### src/rtl/tstp_pkg.sv
package tstp_pkg;

  localparam int MAX_TILES = 1024;
  localparam int SLOT_W    = $clog2(MAX_TILES);
  localparam int CNT_W     = SLOT_W + 1;

  localparam int IN_BITS    = SLOT_W + 1;
  localparam int IN_DATA_W  = ((IN_BITS + 7) / 8) * 8;
  localparam int OUT_BITS   = 3 + 2 * SLOT_W + CNT_W;
  localparam int OUT_DATA_W = ((OUT_BITS + 7) / 8) * 8;

  typedef enum logic [1:0] {
    ST_IDLE,
    ST_READ,
    ST_SWAP,
    ST_PUSH
  } state_e;

  typedef struct packed {
    logic              en;
    logic [SLOT_W-1:0] addr;
    logic [SLOT_W-1:0] data;
  } slot_wr_t;

  typedef struct packed {
    logic              en;
    logic [SLOT_W-1:0] addr;
    logic              data;
  } grp_wr_t;

  typedef struct packed {
    logic [SLOT_W-1:0] l2p_addr;
    logic [SLOT_W-1:0] p2l_addr;
  } rd_req_t;

  typedef struct packed {
    logic              busy;
    logic [SLOT_W-1:0] addr;
  } clr_t;

  typedef struct packed {
    logic              bad_tile;
    logic [CNT_W-1:0]  boundary_now;
    logic [SLOT_W-1:0] slot_b;
    logic [SLOT_W-1:0] slot_a;
    logic              swap_valid;
    logic              changed;
  } res_t;

endpackage

### src/rtl/tstp_ctrl.sv
module tstp_ctrl (
  input  logic                          clk_i,
  input  logic                          rst_ni,
  input  logic                          cfg_we_i,
  input  logic [tstp_pkg::CNT_W-1:0]    cfg_count_i,
  input  logic [tstp_pkg::CNT_W-1:0]    tile_count_i,
  input  logic                          clr_busy_i,
  input  logic                          in_valid_i,
  output logic                          in_ready_o,
  input  logic [tstp_pkg::SLOT_W-1:0]   in_tile_i,
  input  logic                          in_want_i,
  output tstp_pkg::rd_req_t             rd_o,
  input  logic [tstp_pkg::SLOT_W-1:0]   l2p_rdata_i,
  input  logic [tstp_pkg::SLOT_W-1:0]   p2l_rdata_i,
  input  logic                          grp_rdata_i,
  output tstp_pkg::slot_wr_t            l2p_wr_o,
  output tstp_pkg::slot_wr_t            p2l_wr_o,
  output tstp_pkg::grp_wr_t             grp_wr_o,
  input  logic                          out_free_i,
  output logic                          push_o,
  output tstp_pkg::res_t                res_o
);

  import tstp_pkg::*;

  state_e            state_q, state_d;
  logic [CNT_W-1:0]  bnd_q, bnd_d;
  logic [SLOT_W-1:0] tile_q, tgt_q, old_q, other_q;
  logic              want_q, bad_q;
  res_t              res_q;

  logic [CNT_W-1:0]  tgt_wide;
  logic [SLOT_W-1:0] tgt_in;
  logic              act, swap;
  logic [CNT_W-1:0]  bnd_new;
  res_t              res_now;

  // boundary slot the tile would move into, clamped to the last slot
  always_comb begin
    tgt_wide = in_want_i ? (bnd_q - CNT_W'(1)) : bnd_q;
    if (tgt_wide >= CNT_W'(MAX_TILES)) begin
      tgt_in = SLOT_W'(MAX_TILES - 1);
    end else begin
      tgt_in = tgt_wide[SLOT_W-1:0];
    end
  end

  always_comb begin
    act  = !bad_q && (grp_rdata_i != want_q);
    swap = act && (l2p_rdata_i != tgt_q);
    bnd_new = bnd_q;
    if (act) begin
      if (want_q) begin
        if (bnd_q != '0) begin
          bnd_new = bnd_q - CNT_W'(1);
        end
      end else if (bnd_q < tile_count_i) begin
        bnd_new = bnd_q + CNT_W'(1);
      end
    end
    res_now.changed      = act;
    res_now.swap_valid   = swap;
    res_now.slot_a       = act ? l2p_rdata_i : '0;
    res_now.slot_b       = act ? tgt_q : '0;
    res_now.boundary_now = bnd_new;
    res_now.bad_tile     = bad_q;
  end

  // next state
  always_comb begin
    state_d = state_q;
    case (state_q)
      ST_IDLE: begin
        if (in_valid_i && !clr_busy_i) begin
          state_d = ST_READ;
        end
      end
      ST_READ: begin
        if (swap) begin
          state_d = ST_SWAP;
        end else if (out_free_i) begin
          state_d = ST_IDLE;
        end else begin
          state_d = ST_PUSH;
        end
      end
      ST_SWAP: begin
        state_d = out_free_i ? ST_IDLE : ST_PUSH;
      end
      ST_PUSH: begin
        if (out_free_i) begin
          state_d = ST_IDLE;
        end
      end
      default: state_d = ST_IDLE;
    endcase
  end

  // outputs
  always_comb begin
    in_ready_o    = 1'b0;
    rd_o.l2p_addr = in_tile_i;
    rd_o.p2l_addr = tgt_in;
    l2p_wr_o.en   = 1'b0;
    l2p_wr_o.addr = tile_q;
    l2p_wr_o.data = tgt_q;
    p2l_wr_o.en   = 1'b0;
    p2l_wr_o.addr = tgt_q;
    p2l_wr_o.data = tile_q;
    grp_wr_o.en   = 1'b0;
    grp_wr_o.addr = tile_q;
    grp_wr_o.data = want_q;
    push_o        = 1'b0;
    res_o         = res_q;
    case (state_q)
      ST_IDLE: begin
        in_ready_o = !clr_busy_i;
      end
      ST_READ: begin
        grp_wr_o.en = act;
        l2p_wr_o.en = swap;
        p2l_wr_o.en = swap;
        push_o      = !swap && out_free_i;
        res_o       = res_now;
      end
      ST_SWAP: begin
        // displaced tile takes the old slot
        l2p_wr_o.en   = 1'b1;
        l2p_wr_o.addr = other_q;
        l2p_wr_o.data = old_q;
        p2l_wr_o.en   = 1'b1;
        p2l_wr_o.addr = old_q;
        p2l_wr_o.data = other_q;
        push_o        = out_free_i;
      end
      ST_PUSH: begin
        push_o = out_free_i;
      end
      default: begin
        push_o = 1'b0;
      end
    endcase
  end

  always_comb begin
    bnd_d = bnd_q;
    if (cfg_we_i) begin
      bnd_d = cfg_count_i;
    end else if (state_q == ST_READ) begin
      bnd_d = bnd_new;
    end
  end

  always_ff @(posedge clk_i or negedge rst_ni) begin
    if (!rst_ni) begin
      state_q <= ST_IDLE;
      bnd_q   <= CNT_W'(MAX_TILES);
    end else begin
      state_q <= state_d;
      bnd_q   <= bnd_d;
    end
  end

  always_ff @(posedge clk_i) begin
    if (in_valid_i && in_ready_o) begin
      tile_q <= in_tile_i;
      want_q <= in_want_i;
      bad_q  <= ({1'b0, in_tile_i} >= tile_count_i);
      tgt_q  <= tgt_in;
    end
    if (state_q == ST_READ) begin
      old_q   <= l2p_rdata_i;
      other_q <= p2l_rdata_i;
      res_q   <= res_now;
    end
  end

endmodule
### config.mk
export PLATFORM = sky130hd
export DESIGN_NAME = tstp_ctrl
export DESIGN_NICKNAME = d
export VERILOG_FILES = /design/src/rtl/tstp_pkg.sv /design/src/rtl/tstp_ctrl.sv
export SDC_FILE = /design/constraint.sdc
export NUM_CORES = 1
export LEC_CHECK = 0
export BUFFER_PORTS_ARGS = -buffer_cell sky130_fd_sc_hd__buf_2
export CAP_MARGIN = 20
export CORE_UTILIZATION = 35
export DETAILED_ROUTE_END_ITERATION = 10
export PLACE_DENSITY = 0.72
export SLEW_MARGIN = 10
export SYNTH_ARGS = -nofsm -noshare
export SYNTH_HDL_FRONTEND = slang
export SYNTH_SLANG_ARGS = --single-unit
### constraint.sdc
create_clock -name clk_i -period 3.25 [get_ports clk_i]
set_input_delay 0.65 -clock clk_i [delete_from_list [all_inputs] [get_ports clk_i]]
set_output_delay 0.65 -clock clk_i [all_outputs]
set_load 0.02 [all_outputs]
-- Word-level counts from Yosys, hierarchy flattened
Cells that the tools add are included.
- muxes and demuxes: 22
- $lt $le $gt $ge: 3
- reductions and logical operators: 13
- add/subtract/negate cells: 2
- eq/ne operators: 7
- operator list (kind ; count):
    11-bit 2-to-1 mux ; 7
    20-bit 2-to-1 mux ; 2
    34-bit 2-to-1 mux ; 1
    10-bit 2-to-1 mux ; 3
    11-bit by 1-bit adder with 11-bit output (second input constant) ; 1
    10-bit by 11-bit >= comparator with 1-bit output ; 1
    11-bit >= comparator (second input constant) ; 1
    11-bit < comparator ; 1
    11-bit nonzero test ; 1
    11-bit by 1-bit subtractor with 11-bit output (second input constant) ; 1
    10-bit inequality test ; 1
    2-bit 2-to-1 mux ; 4
    2-bit one-hot mux with 4 select lines ; 1
    1-bit logical AND ; 5
    2-bit == test (second input constant) ; 2
    2-bit inequality test (second input constant) ; 2
    1-bit one-hot mux with 2 select lines ; 2
    1-bit zero test ; 3
    2-bit by 1-bit == test with 1-bit output (second input constant) ; 1
    2-bit zero test ; 1
    1-bit 2-to-1 mux ; 2
    2-bit AND reduction ; 1
    2-bit nonzero test ; 1
    2-bit OR reduction ; 1
    1-bit inequality test ; 1
- bits of input ports: 60
- register bits: 89
- output and inout bits: 110
- word-level logic and storage cells: 61

-- Longest topological paths before layout
- word-level depth: 6
- mapped depth: 10
- gate-level depth less buffers: 8

-- Least setup slack after synthesis
OpenSTA, ideal clock, no wires.
- kind: input port to output port
- from: input tile_count_i[10] in the netlist's numbering
- to: output res_o[31] in the netlist's numbering
- arrival: 2.826 ns
- stages on the path: 9
- slack: -0.226 ns
- buffers on the path: 1
- data required time: 2.600 ns
- cell sequence: inv_1 > ha_1 > and3_1 > buf_6 > a221oi_2 > nand2_1 > a211oi_2 > a211oi_1 > o32ai_1
- RTL lines (element ; line ; text):
    start: declaration ; tstp_ctrl.sv:6 ; input logic [tstp_pkg::CNT_W-1:0] tile_count_i,
    end: declaration ; tstp_ctrl.sv:21 ; output tstp_pkg::res_t res_o

==> results.cfg <==
[status]
status = finished with violations
violations = setup timing

[place]
routabilityCongestion = 0.9173
post-place-ws_ns = -0.1996
hpwl_um = 12490
numPortBuffers = 169
placed_area_sq_um = 6812
dp.cells = 965

[global_route]
antenna_found_initial = 0
grt_pass1_wl_um = 25630
overflow = 0
gr-usage-all-layers_pct = 20.55
grt_pass1_vias = 4757
grt_max_degree = 56

[detailed_routing]
first_pass_iters = 5
drtIter0Drc = 445
vias_per_cell = 5.216
antenna_left = 0
wl_per_cell_um = 17.24
vias = 5153
drc = 0
postRouteWirelength_um = 17030

[layout]
final_cells = 988
finish.utilization_pct = 48.77
n_antenna_cell = 0
area.growth.synth_to_final_pct = 35.17
drive_above_1_share_pct = 43.76
n_fill_cell = 1468
nets = 859
finalInstanceArea_sq_um = 7468

[clock_network]
numCtsBuffers = 9
cts_hold_buf = 0
cts_sinks = 89
cts_htree_levels = 3
cts_tree = built
clkLatencyLatePin_ns = 0.36
root_buffer = clkbuf_16
cts_buffer_depth = 2
clkTransAtPathRegs_ns = 0.07

[timing]
slew_headroom_pct = 55.80
tightestPinTransition_ns = 0.6630
fin_hold_ws_ns = 0.2162
setup_viol = 8
fin_skew_ns = 0.01249
max_freq_ghz = 0.2987
hold_viol = 0
drv_slew = 0
finalCritPeriodShare_pct = 103.0
rsz0062_at_grt = yes
fin_ws_ns = -0.09828
final.min_clock_period_ns = 3.348

[logic_synthesis]
synth.distinct_cells = 71
synth_edf_count = 42
synthMuxAreaShare_pct = 5.571
yosys_warnings = 0
avgSynthCellArea_sq_um = 9.609
synth_xor_area_share_pct = 3.170
netlist_instances = 575
synth-compound-area-share_pct = 19.57
synth_top_family_by_area = compound AO/OA/AOI/OAI gates
yosys.area_share.adder_pct = 6.114
synth_fp_nets = 662
seq_area_frac_synth_pct = 41.06
synthFlopType = edfxtp_1
netlist_area_sq_um = 5525
async_reset_ff_share_pct = 14.61
ys_ff_latch = 89
synth-simple-area-share_pct = 15.10

[worst_setup_path]
reg2reg_depth = 9
r2r-start = bnd_q[10]
max_stage_delay_ns = 0.57
crit_arrival_ns = 2.70
cp_cell_sequence = ha_4 -> and3_4 -> a221oi_4 -> and2_4 -> buf_6 -> o211a_4 -> a21oi_2 -> a311o_1 -> buf_6
timing.rr.end = bnd_q[10]
end_kind = output pin
crit_top_cell = buf_6
worst_ep_required_time_ns = 2.60
cp_max_fo = 4
crit_path_top_delay_cell = dfstp_2
r2r_setup_slack_ns = 0.81
worstSetupPathType = reg2out
crit_path_start_kind = register

[pwr]
ir_drop_mv = 0.4476
p_leak_nw = 3.211
p_per_area_nw_per_um2 = 782.9

[run]
cap_violations = 0

[floorplanning]
fp.dieW_um = 127.6
die_area_sq_um = 16290
rows = 45
coreArea_sq_um = 15310
start_util_pct = 36.08
die_h_um = 127.6
pin_count = 170

[hold_path]
hp-class = in2async
critical path: cells and delay by family (launching register included):
family | cells | cell delay (ns)
buf+inv | 2 | 0.25
simple gates | 2 | 0.39
compound gates | 4 | 0.93
fa+ha+maj | 1 | 0.22
flops | 1 | 0.57
synth_stat cells, types with 2 or more instances:
cell | number | area share, %
nor2_1 | 32 | 2.2
nor2b_1 | 4 | 0.45
clkbuf_1 | 21 | 1.4
and3_1 | 9 | 1.0
nor4_4 | 2 | 0.77
a221oi_1 | 2 | 0.32
nand2_1 | 63 | 4.3
a211oi_1 | 5 | 0.68
nand3_1 | 26 | 2.4
mux2i_1 | 6 | 1.1
buf_2 | 5 | 0.45
dfrtp_1 | 12 | 5.4
o2bb2ai_1 | 20 | 3.2
or3_1 | 3 | 0.34
o22ai_1 | 3 | 0.34
a21oi_1 | 23 | 2.1
dfxtp_1 | 34 | 12
xor2_1 | 4 | 0.63
o21ai_0 | 22 | 2.0
a2bb2oi_1 | 2 | 0.32
buf_6 | 3 | 0.61
inv_1 | 30 | 2.0
xnor2_1 | 16 | 2.5
buf_1 | 3 | 0.20
ha_1 | 27 | 6.1
nand2b_1 | 7 | 0.79
mux2_2 | 22 | 4.5
nor4_1 | 2 | 0.23
a21o_1 | 7 | 0.95
o31ai_1 | 6 | 0.82
nand4_1 | 3 | 0.34
edfxtp_1 | 42 | 23
o211ai_1 | 8 | 1.1
a31oi_1 | 7 | 0.79
and2_1 | 6 | 0.68
buf_4 | 34 | 4.6
o21bai_1 | 5 | 0.68
a2111oi_0 | 4 | 0.63
a41o_1 | 2 | 0.36
nor3_1 | 10 | 0.91
o311ai_0 | 3 | 0.48
sequential cells by signal, summed over array words and instances (netlist names):
register  flops
other_q      10
bnd_q        11
res_q        34
want_q        1
state_q       2
bad_q         1
old_q        10
tgt_q        10
tile_q       10
placed cells by master (no fill, tap or decap), drive strengths merged, types with 7 or more instances in the layout:
| cell | synthesis | final |
|---|---|---|
| buf | 45 | 252 |
| nand2 | 63 | 63 |
| edfxtp | 42 | 42 |
| inv | 30 | 35 |
| dfxtp | 34 | 34 |
| nor2 | 32 | 32 |
| nand3 | 27 | 27 |
| ha | 27 | 27 |
| o21ai | 23 | 23 |
| a21oi | 23 | 23 |
| mux2 | 22 | 22 |
| o2bb2ai | 20 | 20 |
| xnor2 | 16 | 16 |
| dfrtp | 12 | 12 |
| nor3 | 10 | 10 |
| clkbuf | 21 | 9 |
| and3 | 9 | 9 |
| o211ai | 8 | 8 |
| nand2b | 7 | 7 |
| a21o | 7 | 7 |
| a31oi | 7 | 7 |
how the worst max path moves through the flow:
| stage | start | to | slack, ns | depth (start not counted) |
|---|---|---|---|---|
| CTS | bnd_q[10] | res_o[28] | -0.07 | 9 |
| global placement | tile_count_i[9] | res_o[31] | -0.17 | 11 |
| global route | bnd_q[10] | res_o[31] | -0.19 | 9 |
| finish | bnd_q[10] | res_o[30] | -0.1 | 9 |
| detailed placement | tile_count_i[9] | res_o[31] | -0.20 | 11 |
| floorplan | tile_count_i[10] | res_o[31] | -0.03 | 9 |
final cells by class:
cell class                      instances  area, sq um  share of cell area [%]
Tap cell                              211        264.0                   3.535
Clock buffer                            9        225.2                   3.016
Sequential cell                        89         2270                   30.39
Clock inverter                          7        60.06                  0.8042
Timing Repair Buffer                  252         1528                   20.46
Multi-Input combinational cell        389         3005                   40.24
Inverter                               31        116.4                   1.558
metrics by stage:
step / power [W] / setup TNS (ns)
5_1_grt: 0.006179 / -1.470
2_1_floorplan: 0.003582 / -0.03051
3_5_place_dp: 0.004510 / -1.159
3_3_place_gp: 0.004468 / -0.9192
4_1_cts: 0.005691 / -0.1997
6_report: 0.005847 / -0.4577
logic make-up (layout without fill, tap and decap cells):
family	Yosys count	count (layout)
AND/OR/NAND/NOR	171	171
AO/OA/AOI/OAI	143	143
buffers and inverters	97	299
flip-flops	89	89
multiplexers	28	28
adder cells (fa/ha/maj)	27	27
XOR/XNOR	20	20
per-layer routing:
metal / track usage [%] / part of all wire, % / wire [um] / vias up
li1: - / - / - / 2464
met1: 27.07 / 43 / 7394 / 2441
met2: 33.20 / 47 / 7976 / 218
met3: 4.104 / 7.3 / 1246 / 30
met4: 7.889 / 2.4 / 416 / 0
met5: 0 / 0 / 0 / -
timing repair:
item | CTS | global route
endpoints found under the setup margin | 11 | 11
pin swaps | 12 | 16
setup buffers | 4 | 4
resized for setup | 35 | 32
cloned | 0 | 0
power breakdown:
part           leakage [nW]  switching (W)  total (W)  internal (W)
clock                 0.144       0.000495    0.00103      0.000533
sequential            0.821       0.000139    0.00171       0.00157
combinational          2.25        0.00190    0.00311       0.00121
total                  3.21        0.00254    0.00585       0.00331
No activity file was read; power rests on OpenSTA's default activity.
