### src/rtl/tstp_pkg.sv
package tstp_pkg;

  localparam int MAX_TILES = 1024;
  localparam int SLOT_W    = $clog2(MAX_TILES);
  localparam int CNT_W     = SLOT_W + 1;

  localparam int IN_BITS    = SLOT_W + 1;
  localparam int IN_DATA_W  = ((IN_BITS + 7) / 8) * 8;
  localparam int OUT_BITS   = 3 + 2 * SLOT_W + CNT_W;
  localparam int OUT_DATA_W = ((OUT_BITS + 7) / 8) * 8;

  typedef enum logic [1:0] {
    ST_IDLE,
    ST_READ,
    ST_SWAP,
    ST_PUSH
  } state_e;

  typedef struct packed {
    logic              en;
    logic [SLOT_W-1:0] addr;
    logic [SLOT_W-1:0] data;
  } slot_wr_t;

  typedef struct packed {
    logic              en;
    logic [SLOT_W-1:0] addr;
    logic              data;
  } grp_wr_t;

  typedef struct packed {
    logic [SLOT_W-1:0] l2p_addr;
    logic [SLOT_W-1:0] p2l_addr;
  } rd_req_t;

  typedef struct packed {
    logic              busy;
    logic [SLOT_W-1:0] addr;
  } clr_t;

  typedef struct packed {
    logic              bad_tile;
    logic [CNT_W-1:0]  boundary_now;
    logic [SLOT_W-1:0] slot_b;
    logic [SLOT_W-1:0] slot_a;
    logic              swap_valid;
    logic              changed;
  } res_t;

endpackage

### src/rtl/tstp_clear.sv
module tstp_clear (
  input  logic           clk_i,
  input  logic           rst_ni,
  input  logic           cfg_we_i,
  output tstp_pkg::clr_t clr_o
);

  import tstp_pkg::*;

  logic              busy_q, busy_d;
  logic [SLOT_W-1:0] cnt_q, cnt_d;

  always_comb begin
    busy_d = busy_q;
    cnt_d  = cnt_q;
    if (cfg_we_i) begin
      busy_d = 1'b1;
      cnt_d  = '0;
    end else if (busy_q) begin
      cnt_d = cnt_q + SLOT_W'(1);
      if (cnt_q == SLOT_W'(MAX_TILES - 1)) begin
        busy_d = 1'b0;
      end
    end
  end

  always_ff @(posedge clk_i or negedge rst_ni) begin
    if (!rst_ni) begin
      busy_q <= 1'b1;
      cnt_q  <= '0;
    end else begin
      busy_q <= busy_d;
      cnt_q  <= cnt_d;
    end
  end

  assign clr_o.busy = busy_q;
  assign clr_o.addr = cnt_q;

endmodule

### config.mk
export PLATFORM = sky130hd
export DESIGN_NAME = tstp_clear
export DESIGN_NICKNAME = d
export VERILOG_FILES = /design/src/rtl/tstp_pkg.sv /design/src/rtl/tstp_clear.sv
export SDC_FILE = /design/constraint.sdc
export NUM_CORES = 1
export LEC_CHECK = 0
export ABC_AREA = 1
export BUFFER_PORTS_ARGS = -buffer_cell sky130_fd_sc_hd__buf_2
export CAP_MARGIN = 30
export CORE_AREA = 2 2 39 41
export CTS_BUF_LIST = sky130_fd_sc_hd__clkbuf_2 sky130_fd_sc_hd__clkbuf_4 sky130_fd_sc_hd__clkbuf_8
export DETAILED_ROUTE_END_ITERATION = 10
export DIE_AREA = 0 0 41 43
export GPL_TIMING_DRIVEN = 0
export HOLD_SLACK_MARGIN = 0.02
export PLACE_DENSITY = 0.69
export SYNTH_ARGS = -nofsm -noshare
export SYNTH_HDL_FRONTEND = slang
export SYNTH_SLANG_ARGS = --single-unit
### constraint.sdc
create_clock -name clk_i -period 1.91 [get_ports clk_i]
set_clock_uncertainty 0.05 [all_clocks]
set_input_delay 0.382 -clock clk_i [delete_from_list [all_inputs] [get_ports clk_i]]
set_output_delay 0.382 -clock clk_i [all_outputs]
set_load 0.1 [all_outputs]
# == Word-level counts from Yosys, hierarchy flattened ==
# Index checks and enable logic that the tools add are counted.
# totals
ff_bits,11
inputBits,3
output_inout_bits,11
wordCells,10
# op_classes
add_sub_neg,1
eq_ne,1
mux,5
reduce_logical,1
# ops
operator,n
$mux W10,2
$add A10 B1 Y10 const B,1
$eq A10 B10 Y1 const B,1
$mux W1,3
$reduce_bool A2 Y1,1

# == Depth between registers and ports, before layout ==
# Gate-level depths: netlist of the first run.
# depth
word_depth,4
mapped_depth,7
depth_no_buf,7

# == Worst setup path before layout of the first run ==
# No wires, ideal clock.
# synth_timing
kind,reg2reg
startpoint,register cnt_q[0]
endpoint,register cnt_q[8]
setup_time_ps,118
arrival_time_ps,1794
required_ps,1742
setup_slack_ps,-52
path_stages_with_launch,7
path_buffers,0
period_less_slack_ps,1962
path_cell_list,dfrtp_1 ha_1 nand3_1 nor2_1 nand3_1 nor2_1 nor2_1
# synth_via
elab_chain_len,3
# synth_lines
element,line_no,text
from (decl),tstp_clear.sv:11,"logic [SLOT_W-1:0] cnt_q, cnt_d;"
from (signal assigned),tstp_clear.sv:33,cnt_q <= cnt_d;
$add A10 B1 Y10,tstp_clear.sv:20,cnt_d = cnt_q + SLOT_W'(1);
$mux W10,tstp_clear.sv:19,end else if (busy_q) begin
$mux W10,tstp_clear.sv:16,if (cfg_we_i) begin
# Every way passes these cells. The select of a mux whose other input is x is not followed.
# A chain may end at the register's enable or synchronous reset.

# == Worst setup path after layout of the first run ==
# layout_timing
startpoint,register busy_q
endpoint,output clr_o[10] (netlist name)
# layout_rtl
element,line_no,text
from (decl),tstp_clear.sv:10,"logic busy_q, busy_d;"
from (signal assigned),tstp_clear.sv:32,busy_q <= busy_d;
to (decl),tstp_clear.sv:5,output tstp_pkg::clr_t clr_o
# No word-level cell between the ends.

==> results by group, run 1 <==
Status
  – Status: finished, final reports clean

Drt
  – TritonRoute pass-1 iters: 4
  – WL final: 1253 µm
  – Vias after detailed routing: ~570
  – Via density: 4.797
  – Initial DRC Count: 10
  – DRC Markers: 0
  – Post-DR wirelength/cell: 10.62 µm
  – Routed Antenna Nets: 0

Yosys
  – Sequential share of the synthesized area: 0.4510
  – Top-area cell type share of the netlist area: 0.4082
  – Number of synthesized flops with an enable pin: 0
  – Synth cell types: 18
  – YS warnings: 0
  – Most common flop cell mapped by yosys: dfrtp_1
  – FFs w/ async S/R, synth: 1.000
  – Synthesized cell area: 613.1 µm²
  – Synth Instances: between 80 and 90
  – Synth area leader: dfrtp_1
  – Syn_nets: 88
  – Ranking of synthesized cells by area: dfrtp_1 (41%), nand2_1 (12%), nor2_1 (8.6%)
  – Avg Inst Size Synth: ~7.3 µm²
  – Yosys reg bits: 11

Die
  – Starting Density: 0.4430
  – Die Width: approximately 41 µm
  – Placeable Area: between 1000 and 1500 µm²
  – # IOs: 14
  – Full die area: roughly 1800 µm²
  – # rows: 14
  – Die Ht: roughly 43 µm

Clock tree
  – Longest Clk Path Bufs: 2
  – Deepest level of the CTS H-tree: 1
  – CTS-repair resized insts: 0
  – Root Buffer: clkbuf_4
  – Clock latency at the later pin of the worst-skew pair: about 0.27 ns
  – CTS tree: yes
  – Clk sinks: 11
  – Cts bufs inserted: 3
  – Clk pin slew, worst setup/hold paths: approximately 0.07 ns

Timing
  – Worst slew pin tran: about 0.49 ns
  – Final Cycle Share: 0.9471
  – Final setup violation count: 0
  – Max Clock Freq: around 550 MHz
  – RSZ-0062 raised after global routing: false
  – Hold Vio Cnt, Final: 0
  – Crit path time final: between 1.5 and 2 ns
  – Worst slew margin: 0.6784
  – WHS: 0.2804 ns
  – Fin Setup TNS: 0 ns
  – Final setup margin: between 0.1 and 0.15 ns
  – Final-report max-slew violation count: 0

Run
  – Maxcap violations: 0

Worst setup path
  – CP top delay family: flip-flops
  – Flop-to-flop setup slack: about 0.65 ns
  – Worst path cell trace: buf_4 -> buf_2
  – Worst-path maximum fanout: 5
  – Worst Setup End Kind: output pin
  – Worst Setup Start Kind: flop
  – Worst R2R Path Depth: 6
  – Worst path depth: 2
  – Crit-path slowest cell: dfstp_2
  – Reg2reg start: cnt_q[0]
  – CP Buf/Inv Count: 2
  – Worst EP required: 1.48 ns
  – WS Path Type: reg -> out
  – Worst path arrival time: approximately 1.4 ns
  – Largest stage delay, worst path: between 0.5 and 0.6 ns
  – R2R Path End: cnt_q[8]

Final layout
  – Layout cells sized above 1: 0.2941
  – Area Growth Syn to Fin: 20.82%
  – Ant diodes: 0
  – Post-layout instance area: 740.7 µm²
  – Fin nets: 107

Power
  – Peak supply drop: a little under 0.4 mV
  – Power, Total: 0.4939 mW
  – PwrDens: between 600 and 700 nW/µm²
  – Pleak: about 0.36 nW

Hold path
  – Hold Startpoint: cfg_we_i
  – Worst Hold Class: in -> reg
  – WHS Path Cells: 2
  – Hold Path Sink: cnt_q[0]

GRT
  – First-pass GRT wire length: roughly 2100 µm
  – Initial antenna violation count: 0
  – Vias in the first global route: 499
  – Total GRT Usage: 0.1741
  – Largest net degree at the start of global routing: 12
  – Gr ovfl total: 0

Place
  – GPL Wtd Cong: roughly 0.83
  – Placed standard-cell area: 700.7 µm²
  – DP Worst Slack: between 0.3 and 0.4 ns
  – HPWL after detailed placement: just over 900 µm
  – Buffers on Ports: 13
area by class of cell:
cell class                      count  area [µm²]
Tap cell                           16       20.02
Inverter                           12       45.04
Buffer                              1       7.507
Clock buffer                        4       30.03
Sequential cell                    11       279.0
Fill cell                         140       643.1
Multi-Input combinational cell     60       284.0
Timing Repair Buffer               14       75.07
worst max-delay path by stage:
stage	startpoint	end	slack [ns]
final	busy_q	clr_o[10]	0.10
after global routing	busy_q	clr_o[10]	0.07
after CTS	busy_q	clr_o[10]	0.09
after detailed placement	busy_q	clr_o[10]	0.39
after global placement	busy_q	clr_o[10]	0.40
after floorplan	cnt_q[3]	cnt_q[7]	0.19
stage by stage:
step           instances  utilization
2_1_floorplan         84            -
5_1_grt              118       0.5353
3_5_place_dp         113       0.5063
6_report             118       0.5353
4_1_cts              118       0.5353
3_3_place_gp         113       0.5063
worst register-to-register path: stages (launching register included):
cell     delay [ns]
dfrtp_2        0.41
ha_1           0.22
nand3_1        0.10
nor2_1         0.13
nand3_1        0.10
nor2_1         0.10
nor2_1         0.05
synth_stat cells, types with 2 or more instances:
library cell,count
o21ai_1,2
nand3_1,9
nor2_1,14
nand2_1,20
a21oi_1,3
dfrtp_1,10
inv_2,2
inv_1,10
nor2_2,5
metal layers:
metal  routed length [µm]  GRT usage  up-vias  share of wire
met1                  595     0.2458      258           0.47
met5                    0          0        -              0
met2                  597     0.2406        9           0.48
met3                   48    0.03141        2          0.038
li1                     -          -      297              -
met4                   12     0.1000        0         0.0096
registers in the layout, indices dropped and copies added, names as in the netlist:
register	cells
cnt_q	10
busy_q	1
kinds of logic (layout without fill, tap and decap cells):
group | Yosys count | count (layout) | share of synthesized area
AOI/OAI and AO/OA | 6 | 6 | 0.04897
xor gates and xnor gates | 1 | 1 | 0.01429
adders and majority gates | 1 | 1 | 0.02040
buffers and inverters | 13 | 31 | 0.08573
DFF | 11 | 11 | 0.4510
and+or+nand+nor | 52 | 52 | 0.3796
cells in the final DEF (no fill, tap or decap):
cell,n
nand2_1,20
nor2_1,14
buf_2,13
inv_1,10
nand3_1,9
dfrtp_1,8
nor2_2,5
clkbuf_4,4
a21oi_1,3
inv_2,2
o21ai_1,2
dfrtp_2,2
nor3_1,1
nand2_2,1
o21ai_0,1
nor2_4,1
nand4_1,1
xnor2_1,1
ha_1,1
buf_4,1
dfstp_2,1
dlygate4sd3_1,1
what timing repair did:
action / in CTS / in global routing
setup buffers: 0 / 0
hold endpoints to repair: 10 / 0
hold buffers: 1 / 0
power breakdown:
part           internal, mW  switching, mW  total [mW]
registers             0.239        0.00709       0.246
clock network        0.0950         0.0806       0.176
logic                0.0136         0.0589      0.0724
total                 0.347          0.147       0.494
Power figures use the tool's default switching activity.
==> run 2: changes to the inputs <==
--- a/config.mk
+++ b/config.mk
@@ -9,7 +9,7 @@
 export BUFFER_PORTS_ARGS = -buffer_cell sky130_fd_sc_hd__buf_2
 export CAP_MARGIN = 30
 export CORE_AREA = 2 2 39 41
-export CTS_BUF_LIST = sky130_fd_sc_hd__clkbuf_2 sky130_fd_sc_hd__clkbuf_4 sky130_fd_sc_hd__clkbuf_8
+export CTS_BUF_LIST = sky130_fd_sc_hd__clkbuf_8
 export DETAILED_ROUTE_END_ITERATION = 10
 export DIE_AREA = 0 0 41 43
 export GPL_TIMING_DRIVEN = 0
==> run 2 against run 1 <==
Net effect:
- via count is 1.9% higher
- hold slack improved by 0.034 ns
- combinational power about the same
- sequential cell count stayed put
- cell area grew 2.0%
- clock power up 34%
- critical path depth unchanged
- highest routed layer unchanged
==> results by group, run 2 (synthesis gave the netlist of run 1 again) <==
Timing
  – Worst slew margin: 0.6785 (about the same)
  – Final-report max-slew violation count: 0 (unchanged)
  – Crit path time final: 1.779 ns (-0.03039 ns)
  – RSZ-0062 raised after global routing: false
  – Final setup violation count: 0 (unchanged)
  – Final Cycle Share: 0.9312 (-0.01591)
  – Worst slew pin tran: 0.4857 ns (-0.000008345 ns)
  – Max Clock Freq: 562.2 MHz (+1.7%)
  – WHS: 0.3141 ns (+0.03380 ns)
  – Hold Vio Cnt, Final: 0 (unchanged)
  – Fin Setup TNS: 0 ns (unchanged)

Final layout
  – Top Registers: cnt_q: 10 flops, busy_q: 1 flops
  – Post-layout instance area: 755.7 µm² (+2.0%)
  – Fin nets: 107 (unchanged)
  – Biggest register: cnt_q
  – Ant diodes: 0 (unchanged)
  – Layout cells sized above 1: 0.2843 (-0.009804)
  – Most frequent cells in the layout: nand2_1 (20), nor2_1 (14), buf_2 (13)
  – Max FFs per register: 10 (unchanged)
  – Non-filler cells, final: 118 (unchanged)
  – Area Growth Syn to Fin: 23.27%
  – Commonest non-fill, non-tap cell in the layout: nand2_1

Place
  – HPWL after detailed placement: 935.3 µm (unchanged)
  – GPL Wtd Cong: 0.8309 (unchanged)
  – Placed standard-cell area: 700.7 µm² (unchanged)
  – Buffers on Ports: 13 (unchanged)
  – Placed Instances: 113 (unchanged)

Worst setup path
  – Crit-path slowest cell: dfstp_2
  – WS Path Type: reg -> out
  – Worst path arrival time: 1.35 ns (-0.03 ns)
  – Worst Setup Start Kind: flop
  – Worst EP required: 1.48 ns (about the same)
  – Worst Setup End Kind: output pin
  – Largest stage delay, worst path: 0.57 ns (about the same)
  – Worst-path maximum fanout: 5 (unchanged)
  – Worst path cell trace: buf_4 -> buf_2

Power
  – Pleak: 0.3697 nW (+2.4%)
  – Power, Total: 0.5540 mW (+12%)
  – Peak supply drop: 0.4326 mV (+12%)
  – PwrDens: 733.0 nW/µm² (+9.9%)

Drt
  – Vias after detailed routing: 577 (+1.9%)
  – Initial DRC Count: 8 (-2)
  – Via density: 4.890 (+1.9%)
  – Post-DR wirelength/cell: 10.74 µm (+1.1%)
  – WL final: 1267 µm (+1.1%)
  – Routed Antenna Nets: 0 (unchanged)
  – DRC Markers: 0 (unchanged)
  – TritonRoute pass-1 iters: 4 (unchanged)

Clock tree
  – Clk sinks: 11 (unchanged)
  – Clock latency at the later pin of the worst-skew pair: 0.24 ns (-0.03 ns)
  – Root Buffer: clkbuf_8
  – Cts bufs inserted: 3 (unchanged)
  – Post-CTS Setup Repair Bufs: 0 (unchanged)
  – Longest Clk Path Bufs: 2 (unchanged)
  – Hold-fix buffers, CTS: 1 (unchanged)
  – CTS-repair resized insts: 0 (unchanged)
  – CTS tree: yes
  – Deepest level of the CTS H-tree: 1 (unchanged)
  – Clk pin slew, worst setup/hold paths: 0.05 ns (-0.02 ns)

GRT
  – Vias in the first global route: 499 (unchanged)
  – Total GRT Usage: 0.1741 (unchanged)
  – Gr ovfl total: 0 (unchanged)
  – Largest net degree at the start of global routing: 12 (unchanged)
  – Initial antenna violation count: 0 (unchanged)
  – First-pass GRT wire length: 2083 µm (unchanged)

Hold path
  – Worst Hold Class: in -> reg

Die
  – Starting Density: 0.4430 (unchanged)
  – Placeable Area: 1384 µm² (unchanged)
  – # rows: 14 (unchanged)
  – Die Ht: 43 µm (unchanged)
  – Full die area: 1763 µm² (unchanged)
  – # IOs: 14 (unchanged)
  – Die Width: 41 µm (unchanged)

Status
  – Status: finished, final reports clean

Run
  – Maxcap violations: 0 (unchanged)
[run 2: cell types whose count changed in the layout (fill, tap and decap cells not counted)]
cell and delta:
clkbuf_4 -4, inv_1 +1, clkbuf_8 +3
[run 2: critical path, delay by kind of cell (launching register included)]
family | cells | cell delay, ns
buffers and inverters | 2 | 0.53
flip-flops | 1 | 0.57
[run 2: per-layer routing]
metal	GRT usage	vias up	wire [µm]
met5	0	-	0
met4	0.1000	0	29
met3	0.03141	5	56
met2	0.2406	12	567
met1	0.2458	263	614
li1	-	297	-
[run 2: stage by stage]
step,utilization,setup slack [ns]
after floorplan,-,0.1915
after global placement,0.5063,0.3990
after detailed placement,0.5063,0.3949
after CTS,0.5461,0.1343
after global routing,0.5461,0.1184
final,0.5461,0.1314
[run 2: final timing paths]
| path | from | endpoint | slack [ns] | cells past startpoint |
|---|---|---|---|---|
| min | cfg_we_i | cnt_q[0] | 0.31 | 2 |
| max | busy_q | clr_o[10] | 0.13 | 2 |
| max reg2reg | cnt_q[0] | cnt_q[8] | 0.64 | 6 |
| max in group asynchronous | rst_ni | busy_q | 1.04 | 2 |
| min in group asynchronous | rst_ni | cnt_q[3] | 0.50 | 2 |
| min reg2reg | cnt_q[3] | cnt_q[3] | 0.51 | 1 |
[run 2: power by group]
group,switching [mW],internal [mW]
clock,0.0930,0.142
sequential,0.00717,0.239
combinational,0.0592,0.0136
total,0.159,0.395
[run 2: cell type report]
cell class                      count  area, µm²
Sequential cell                    11      279.0
Buffer                              1      7.507
Inverter                           12      45.04
Clock inverter                      1      3.754
Clock buffer                        3      41.29
Timing Repair Buffer               14      75.07
Tap cell                           16      20.02
Fill cell                         140      628.1
Multi-Input combinational cell     60      284.0
