**config.mk**
```make
export PLATFORM = sky130hd
export DESIGN_NAME = tstp_ram
export DESIGN_NICKNAME = d
export VERILOG_FILES = /design/src/rtl/tstp_ram.sv
export SDC_FILE = /design/constraint.sdc
export NUM_CORES = 1
export LEC_CHECK = 0
export BUFFER_PORTS_ARGS = -buffer_cell sky130_fd_sc_hd__buf_2
export CAP_MARGIN = 30
export CORE_ASPECT_RATIO = 1.1
export CORE_UTILIZATION = 60
export DETAILED_ROUTE_END_ITERATION = 16
export GPL_TIMING_DRIVEN = 0
export PLACE_DENSITY = 0.88
export SLEW_MARGIN = 20
export SYNTH_ARGS = -nofsm -noshare
export SYNTH_HDL_FRONTEND = slang
export SYNTH_SLANG_ARGS = --single-unit
```
**constraint.sdc**
```tcl
create_clock -name clk_i -period 2.5 [get_ports clk_i]
set_clock_uncertainty 0.15 [all_clocks]
set_input_delay 0.125 -clock clk_i [delete_from_list [all_inputs] [get_ports clk_i]]
set_output_delay 0.125 -clock clk_i [all_outputs]
set_load 0.02 [all_outputs]
```
**src/rtl/tstp_ram.sv**
```systemverilog
module tstp_ram #(
  parameter int Width = 8,
  parameter int Depth = 16
) (
  input  logic                     clk_i,
  input  logic                     we_i,
  input  logic [$clog2(Depth)-1:0] waddr_i,
  input  logic [Width-1:0]         wdata_i,
  input  logic [$clog2(Depth)-1:0] raddr_i,
  output logic [Width-1:0]         rdata_o
);

  logic [Width-1:0] mem_q [Depth];
  logic [Width-1:0] rdata_q;

  always_ff @(posedge clk_i) begin
    if (we_i) begin
      mem_q[waddr_i] <= wdata_i;
    end
    rdata_q <= mem_q[raddr_i];
  end

  assign rdata_o = rdata_q;

endmodule

```
After elaboration in Yosys (flattened, before gate mapping)
Memory sizes are Yosys's and may differ from the RTL's. A register that Yosys moved wholly into a read port is not among the register bits.
Index checks and enable logic that the tools add are counted.
{ "op_classes": {"muxes": 2} }
{ "ops": {"columns": ["operator", "n"], "rows": [
  ["$mux 1", 2]
]} }
{ "word_totals": {"register_bits": 0, "wordCells": 3, "ram_bits": 128, "memories": 1, "out_inout_bits": 8} }
{ "memory_table": {"columns": ["memory", "words", "word_bits", "read_ports", "rd_ports_with_merged_regs", "write_ports", "line_no", "text"], "rows": [
  ["mem_q", 16, 8, 1, 1, 1, "13", "logic [Width-1:0] mem_q [Depth];"]
]} }

Longest topological paths before layout
Gate-level depths: netlist (run 1).
{ "logic_depth": {"word_depth": 2, "mapped_depth": 5, "depth_no_buf": 3} }

Worst setup path after synthesis (run 1)
No wires, ideal clock.
{ "synth_timing": {"path_kind": "input port to flip-flop", "startpoint": "input waddr_i[2]", "endpoint": "memory mem_q[0][0] (enable)", "t_required_ns": 1.967, "setup_slack_ns": 0.732, "n_path_buf": 0, "arrival_time_ns": 1.235, "stages": 2, "path_cell_list": "or3b_2 -> nor3_1"} }
{ "synth_rtl": {"columns": ["item", "line_no", "text"], "rows": [
  ["start, declared", "7", "input logic [$clog2(Depth)-1:0] waddr_i,"],
  ["end, declared", "13", null]
]} }
No word-level cell before the write port.

Worst setup path after layout (run 1)
{ "layout_timing": {"startpoint": "input waddr_i[0]", "endpoint": "memory mem_q[2][6] (enable)"} }
No word-level cell before the write port.

==> metrics.txt, run 1 <==
Layout Utilization=73.61%; PwrDens=880.4 mW/mm²; r2r startpoint=mem_q[4][0]; hold worst-path end=rdata_o[7]; status=completed; setup TNS=0 ps; Remaining DRCs=0; diodes inserted=0; first-pass GRT wire length=15260 µm; setup bufs post-CTS=0; largest cells by area after synthesis=edfxtp_1, mux4_2, mux4_1; initial core utilization=61.54%; YS warnings=0; DP Worst Slack=535.1 ps; met1 wire length=4087 µm; Post-Route WL=10210 µm; Synth Cell Area=0.005147 mm²; Worst EP required=2490 ps; actual transition at the worst max-transition pin=854.5 ps; Power Total=5421 µW; MaxCap Viol Count=0; CTS tree=done; worst-path fanout max=8; clock slew at reported path FFs=60 ps; clk buf depth=2; largest net degree at the start of global routing=17; Placed Area=0.005426 mm²; Hold Vio Cnt, Final=0; via count=2523; LEAKAGE=0.002093 µW; Overall Global Routing Usage=25.23%; hold depth=4; commonest non-fill, non-tap cell in the layout=edfxtp_1; Reg2Reg Setup Slack=880 ps; average wire per standard cell=25.03 µm; Worst R2R Path Depth=3; final worst setup slack=710.3 ps; most area-hungry cell type in the Yosys netlist=edfxtp_1; worst vdd rail ir drop=739.1 µV; clock latency on the worst-skew pair=520 ps; total clock buffers created by CTS=17; CTS root buffer=clkbuf_8; Max Used Layer=met4; relative slew slack=42.82%; R2R Path End=rdata_o[0]; met2 wire len=5085 µm; period utilization=71.59%; FMAX=0.5588 GHz; Crit Path Class=primary input to register; via/cell ratio=6.184; top cell type's share of synthesized area=74.67%; initial antenna violation count=0; hpwl dp=6088 µm; Hold Path Class=primary input to register; fin crit period=1790 ps; routed wl met3=714 µm; Row Count=35; Pins Over Slew Limit=0; Startpoint Class=primary input; critical path arrival=1780 ps; WP buf/inv=2; Critical Path, Cell by Cell=dlygate4sd3_1 -> buf_2 -> nand2b_1 -> nor2_1; Worst setup EP type=register; drt pass-1 iters=5; Avg Cell Area, Syn=22.48 µm²; unrepaired setup endpoints after global routing=false; Final Cell Area=0.006157 mm²; die height=99.15 µm; slowest CP cell=nor2_1; Yosys cell types=19; total gr overflow=0; Final GP Congestion=0.7788; register area share after synthesis=77.78%; Clock Sinks=136; hold path start=raddr_i[0]; area of the core=0.008364 mm²; CP peak stage delay=680 ps; initial drt markers=175; Die ar.=0.008954 mm²; antenna viol nets, final=0; IO buf count=24; Final setup violation count=0; Syn Inst Count=229; vias in the first global route=2572; syn nets=247; Layout area overhead=19.62%; Nets=302; synthesized flop and latch total=136; die width=90.31 µm; H-Tree Depth=4; Ports=26; layout cell share with drive strength beyond 1=29.63%; commonest non-fill, non-tap cells in the layout=edfxtp_1, buf_2, mux4_2, a22oi_1, clkbuf_16; Crit path max-delay family=simple AND/OR/NAND/NOR gates
## per-layer routing
layer | up-vias | GRT usage (%)
met3 | 28 | 6.498
met1 | 1266 | 32.56
li1 | 1084 | -
met5 | - | 0
met4 | 0 | 10.79
met2 | 145 | 41.51
## power by group
part | total (µW) | internal, µW | switching [µW]
sequential | 2560 | 2550 | 13.5
clock | 2580 | 1670 | 914
combinational | 274 | 112 | 162
## how the worst max path moves through the flow
stage | end | from | cells after the start | slack [ps]
final | mem_q[2][6] | waddr_i[0] | 4 | 710
after global routing | mem_q[2][1] | waddr_i[0] | 4 | 660
after CTS | mem_q[2][1] | waddr_i[0] | 4 | 720
after detailed placement | mem_q[2][0] | waddr_i[2] | 3 | 540
after global placement | mem_q[0][4] | waddr_i[2] | 3 | 230
after floorplan | mem_q[0][0] | waddr_i[2] | 2 | 730
## area by class of cell
class                   count  area (µm²)
plain buffers              10       86.33
clock buffers              20       445.4
clock inverters            12       175.2
fillers                   449        2207
multi-input cells          83        1072
flip-flops and latches    136        4004
well taps                 111       138.9
repair buffers             36       235.2
## registers in the layout, indices dropped and copies added (netlist names)
register  flops
mem_q       128
rdata_o       8
## cell usage after synthesis, drive strengths merged
library cell,number
edfxtp,128
mux4,32
a22oi,16
nor2,13
nand2,9
dfxtp,8
buf,7
nor3,4
clkdlybuf4s25,3
nand2b,2
nand3b,2
and2,1
and2b,1
nand3,1
nor2b,1
or3b,1
## cells by family after synthesis
family          Yosys count  synth area share, %
buf+inv                  10                1.677
simple gates             35                3.184
mux                      32                15.02
compound gates           16                2.334
flops                   136                77.78
## through the flow
step | cells | hold WS (ps)
floorplan | 229 | 73.87
global placement | 364 | 361.5
detailed placement | 365 | 380.6
CTS | 408 | 19.38
global route | 408 | 37.33
finish | 408 | 37.78
## what timing repair did
item	CTS	global route
hold endpoints to repair	151	0
hold buffers	11	0
gates resized for setup	0	0
endpoints found under the setup margin	0	0
## worst reg2reg max path, cell delays in order (launching register included)
cell and delay, ps:
edfxtp_1 360, mux4_1 550, a22oi_1 330, nand2_1 110
No activity file was read; power rests on OpenSTA's default activity.
==> run 2: changes to the inputs <==
--- a/config.mk
+++ b/config.mk
@@ -8,10 +8,10 @@
 export BUFFER_PORTS_ARGS = -buffer_cell sky130_fd_sc_hd__buf_2
 export CAP_MARGIN = 30
 export CORE_ASPECT_RATIO = 1.1
-export CORE_UTILIZATION = 60
+export CORE_UTILIZATION = 54
 export DETAILED_ROUTE_END_ITERATION = 16
 export GPL_TIMING_DRIVEN = 0
-export PLACE_DENSITY = 0.88
+export PLACE_DENSITY = 0.84
 export SLEW_MARGIN = 20
 export SYNTH_ARGS = -nofsm -noshare
 export SYNTH_HDL_FRONTEND = slang
==> constraint.sdc (replaced) <==
create_clock -name clk_i -period 1.5 [get_ports clk_i]
set_clock_uncertainty 0.15 [all_clocks]
set_input_delay 0.075 -clock clk_i [delete_from_list [all_inputs] [get_ports clk_i]]
set_output_delay 0.075 -clock clk_i [all_outputs]
set_load 0.02 [all_outputs]
==> metrics.txt, run 2 (synthesized netlist as in run 1, its figures left out) <==
clock latency on the worst-skew pair=510 ps; Fill cells=571; Die ar.=0.009927 mm²; diodes inserted=0; area taken by multi-input logic gates=0.001096 mm²; worst vdd rail ir drop=1035 µV; total clock buffers created by CTS=17; Post-Route WL=10010 µm; setup TNS=-7.781 ps; via count=2511; initial antenna violation count=0; hold depth=2; period utilization=100.5%; H-Tree Depth=4; final worst setup slack=-7.781 ps; die width=95.09 µm; crit path launch=mem_q[0][5]; Layout area overhead=18.62%; Worst R2R Path Depth=3; Top reg by flops=mem_q; layout cell share with drive strength beyond 1=33.11%; failing checks=hold timing, setup timing; first-pass GRT wire length=14890 µm; critical path arrival=1740 ps; hpwl dp=5859 µm; Nets=301; clk buf depth=2; vias in the first global route=2510; Startpoint Class=register; drt pass-1 iters=5; Final GP Congestion=0.7710; commonest non-fill, non-tap cells in the layout=edfxtp_1, buf_2, mux4_2, clkbuf_16, nor2_1; Final setup violation count=1; Largest register FFs=128; r2r startpoint=mem_q[0][5]; IO buf count=24; CTS tree=done; die height=104.4 µm; FF+latch area=0.004004 mm²; status=finished, violations left; actual transition at the worst max-transition pin=855.4 ps; total gr overflow=0; Worst setup EP type=register; Ports=26; Hold Vio Cnt, Final=28; hold_buf cts=10; antenna viol nets, final=0; Overall Global Routing Usage=22.31%; Remaining DRCs=0; area of the core=0.009305 mm²; Pins Over Slew Limit=0; clock slew at reported path FFs=60 ps; Reg2Reg Setup Slack=-8 ps; MaxCap Viol Count=0; largest net degree at the start of global routing=17; Hold Path Class=primary input to register; CTS root buffer=clkbuf_8; Hold Worst Slack=-60.14 ps; hold path start=waddr_i[1]; average wire per standard cell=24.24 µm; commonest non-fill, non-tap cell in the layout=edfxtp_1; Power Total=8513 µW; FMAX=0.6632 GHz; initial drt markers=300; initial core utilization=55.32%; worst-path fanout max=1; Crit Path Class=register to register; PwrDens=1394 mW/mm²; via/cell ratio=6.080; LEAKAGE=0.002030 µW; Clock Sinks=136; fin crit period=1508 ps; relative slew slack=42.76%; Worst EP required=1730 ps; Row Count=37
## run 2: changes by cell type in the layout (fill, tap and decap cells not counted), moves of 2 or more
cell        before  now
bufinv_16        4    1
mux4_2          18   21
clkinvlp_4       3    7
clkinv_4         2    0
a22oi_2          0    7
a22oi_1         16    9
mux4_1          14   11
## run 2: timing repair
item,CTS,global route
gates resized for setup,6,4
buffers inserted,0,0
pin swaps,1,1
hold endpoints to repair,158,28
setup endpoints to repair,4,3
## run 2: path summary, 6_finish.rpt
kind	to
setup / recovery	rdata_o[5]
setup reg to reg	rdata_o[5]
hold reg to reg	rdata_o[3]
hold / removal	mem_q[4][3]
## run 2: worst max-delay path: stages, from the launching register on
cell      delay (ps)
edfxtp_1         370
mux4_1           540
a22oi_2          240
nand2_1          100
## run 2: final cells by class
class,instances,share of cell area [%]
Buffer,10,1.414
Clock buffer,20,7.295
Clock inverter,12,1.680
Multi-Input combinational cell,83,17.95
Sequential cell,136,65.57
Tap cell,117,2.398
Timing Repair Buffer,35,3.689
## run 2: per-stage QoR
step	instance area, µm²	util [%]	cells	setup WS [ps]
after detailed placement	5434	58.40	371	-408.1
after global placement	5419	58.24	370	-447.9
final	6106	65.62	413	-7.781
after global routing	6106	65.62	413	-39.49
after floorplan	5152	-	229	8.854
after CTS	6095	65.50	413	9.344
## run 2: where the power goes
part	leakage (µW)	switching [µW]	total, µW	internal, µW
registers	0.00122	21.6	4270	4250
clock network	0.000251	1500	3770	2270
logic	0.000556	278	471	193
## run 2: per-layer routing
| metal | vias to the layer above | GRT usage [%] | share of wire [%] |
|---|---|---|---|
| met3 | 12 | 5.336 | 7.9 |
| met4 | 0 | 8.766 | 1.6 |
| met2 | 136 | 32.76 | 50 |
| met5 | - | 0 | 0 |
| met1 | 1282 | 32.64 | 41 |
| li1 | 1081 | - | - |
==> run 3: changes to the inputs <==
--- a/config.mk
+++ b/config.mk
@@ -5,13 +5,14 @@
 export SDC_FILE = /design/constraint.sdc
 export NUM_CORES = 1
 export LEC_CHECK = 0
+export ABC_AREA = 1
 export BUFFER_PORTS_ARGS = -buffer_cell sky130_fd_sc_hd__buf_2
 export CAP_MARGIN = 30
 export CORE_ASPECT_RATIO = 1.1
-export CORE_UTILIZATION = 54
+export CORE_UTILIZATION = 55
 export DETAILED_ROUTE_END_ITERATION = 16
 export GPL_TIMING_DRIVEN = 0
-export PLACE_DENSITY = 0.84
+export PLACE_DENSITY = 0.85
 export SLEW_MARGIN = 20
 export SYNTH_ARGS = -nofsm -noshare
 export SYNTH_HDL_FRONTEND = slang
==> metrics.txt, run 3 <==
IO buf count=22; die width=99.63 µm; layout cell share with drive strength beyond 1=12.30%; Layout area overhead=18.03%; Power Total=9323 µW; MaxCap Viol Count=0; Syn Inst Count=551; hold path start=waddr_i[0]; Worst R2R Path Depth=6; Reg2Reg Setup Slack=220 ps; Top reg by flops=mem_q; hold depth=4; unrepaired setup endpoints after global routing=false; initial core utilization=57.48%; drt pass-1 iters=6; largest net degree at the start of global routing=17; YS warnings=0; Final Cell Area=0.006807 mm²; vias in the first global route=4117; Overall Global Routing Usage=28.79%; Worst setup EP type=register; Yosys cell types=12; area of the core=0.01003 mm²; relative slew slack=39.45%; CP endpoint=rdata_o[0]; R2R Path End=rdata_o[3]; first-pass GRT wire length=22000 µm; Clock Sinks=136; initial drt markers=576; Final GP Congestion=0.9585; status=completed; total clock buffers created by CTS=17; Nets=623; Largest register FFs=128; clock slew at reported path FFs=60 ps; Pins Over Slew Limit=0; Synth top cells by count=nand2_1, edfxtp_1, inv_1; Post-Route WL=14710 µm; total gr overflow=0; Hold Path Class=primary input to register; actual transition at the worst max-transition pin=905.0 ps; Ports=26; dominant synthesized flop cell=edfxtp_1; Placed Area=0.006052 mm²; Remaining DRCs=0; hpwl dp=8785 µm; setup TNS=0 ps; setup bufs post-CTS=0; Layout Utilization=67.85%; commonest non-fill, non-tap cell in the layout=nand2_1; antenna viol nets, final=0; CTS tree=done; LEAKAGE=0.002974 µW; largest cells by area after synthesis=edfxtp_1, nand2_1, nand3_1; register area share after synthesis=69.43%; top cell type's share of synthesized area=66.65%; via/cell ratio=5.563; PwrDens=1370 mW/mm²; synthesized flop and latch total=136; Startpoint Class=primary input; Final setup violation count=0; diodes inserted=0; die height=109.4 µm; crit path launch=raddr_i[2]; most area-hungry cell type in the Yosys netlist=edfxtp_1; Synth Cell Area=0.005767 mm²; Avg Cell Area, Syn=10.47 µm²; ys async rst share=0%; initial antenna violation count=0; critical path arrival=1670 ps; r2r startpoint=mem_q[7][3]; hold_buf cts=11; commonest non-fill, non-tap cells in the layout=nand2_1, edfxtp_1, inv_1, nand3_1, buf_2; clk buf depth=2; CTS resizes=0; worst vdd rail ir drop=1171 µV; average wire per standard cell=19.40 µm; Worst EP required=1760 ps; worst-path fanout max=10; clock latency on the worst-skew pair=530 ps; syn nets=569; fin crit period=1414 ps; H-Tree Depth=4; Row Count=38; CTS root buffer=clkbuf_8; Hold Vio Cnt, Final=0; Crit Path Class=primary input to register; cell with the most instances after synthesis=nand2_1; Die ar.=0.01090 mm²; FMAX=0.7073 GHz; via count=4217; period utilization=94.25%; Post-synth EDFFs=128
==> run 3: cell types whose count changed after synthesis, moves of 10 or more <==
| cell | previous run | this run |
|---|---|---|
| nand2_1 | 9 | 173 |
| buf_2 | 3 | 13 |
| a22oi_1 | 16 | 0 |
| mux4_2 | 18 | 0 |
| mux4_1 | 14 | 0 |
| inv_1 | 0 | 100 |
| nand3_1 | 1 | 97 |
==> run 3: cell type report <==
| class | instances | area (µm²) |
|---|---|---|
| clock buffers | 23 | 456.7 |
| flip-flops and latches | 136 | 4004 |
| well taps | 140 | 175.2 |
| plain buffers | 24 | 166.4 |
| multi-input cells | 289 | 1214 |
| clock inverters | 9 | 170.2 |
| repair buffers | 35 | 237.7 |
| fillers | 688 | 3226 |
| inverters | 102 | 382.9 |
==> run 3: metrics by stage <==
stage / cells / setup slack, ps / hold slack (ps)
3_5_place_dp: 713 / -173.8 / 341.7
3_3_place_gp: 713 / -105.9 / 336.4
2_1_floorplan: 551 / 324.2 / 23.87
4_1_cts: 756 / 200.5 / 12.79
6_report: 758 / 86.22 / 31.54
5_1_grt: 758 / 44.17 / 34.16
==> run 3: worst min path at each step <==
stage                   endpoint
global placement    mem_q[11][4]
finish              mem_q[12][5]
CTS                   rdata_o[1]
detailed placement    rdata_o[5]
global route        mem_q[12][5]
floorplan            mem_q[0][0]
==> run 3: cell families after synthesis <==
logic type	after synthesis	synth area share, %
AND/OR/NAND/NOR	289	21.05
flip-flops	136	69.43
buffers and inverters	126	9.525
==> run 3: power by group <==
part | internal, µW | total [µW] | switching [µW]
Sequential | 4250 | 4270 | 24.2
Combinational | 184 | 622 | 438
Clock | 2950 | 4430 | 1480
Total | 7380 | 9320 | 1940
==> run 3: worst max-delay path: stages <==
cell	delay (ps)
dlygate4sd3_1	540
buf_2	190
inv_1	230
buf_4	230
nand3_1	100
nand3_1	200
nand2_1	90
==> run 3: layer usage <==
| layer | up-vias | GRT usage, % | part of all wire, % | routed length (µm) |
|---|---|---|---|---|
| li1 | 1888 | - | - | - |
| met1 | 1922 | 36.34 | 37 | 5378 |
| met2 | 328 | 45.09 | 46 | 6786 |
| met3 | 79 | 6.167 | 11 | 1614 |
| met4 | 0 | 19.85 | 6.3 | 927 |
| met5 | - | 0 | 0 | 0 |
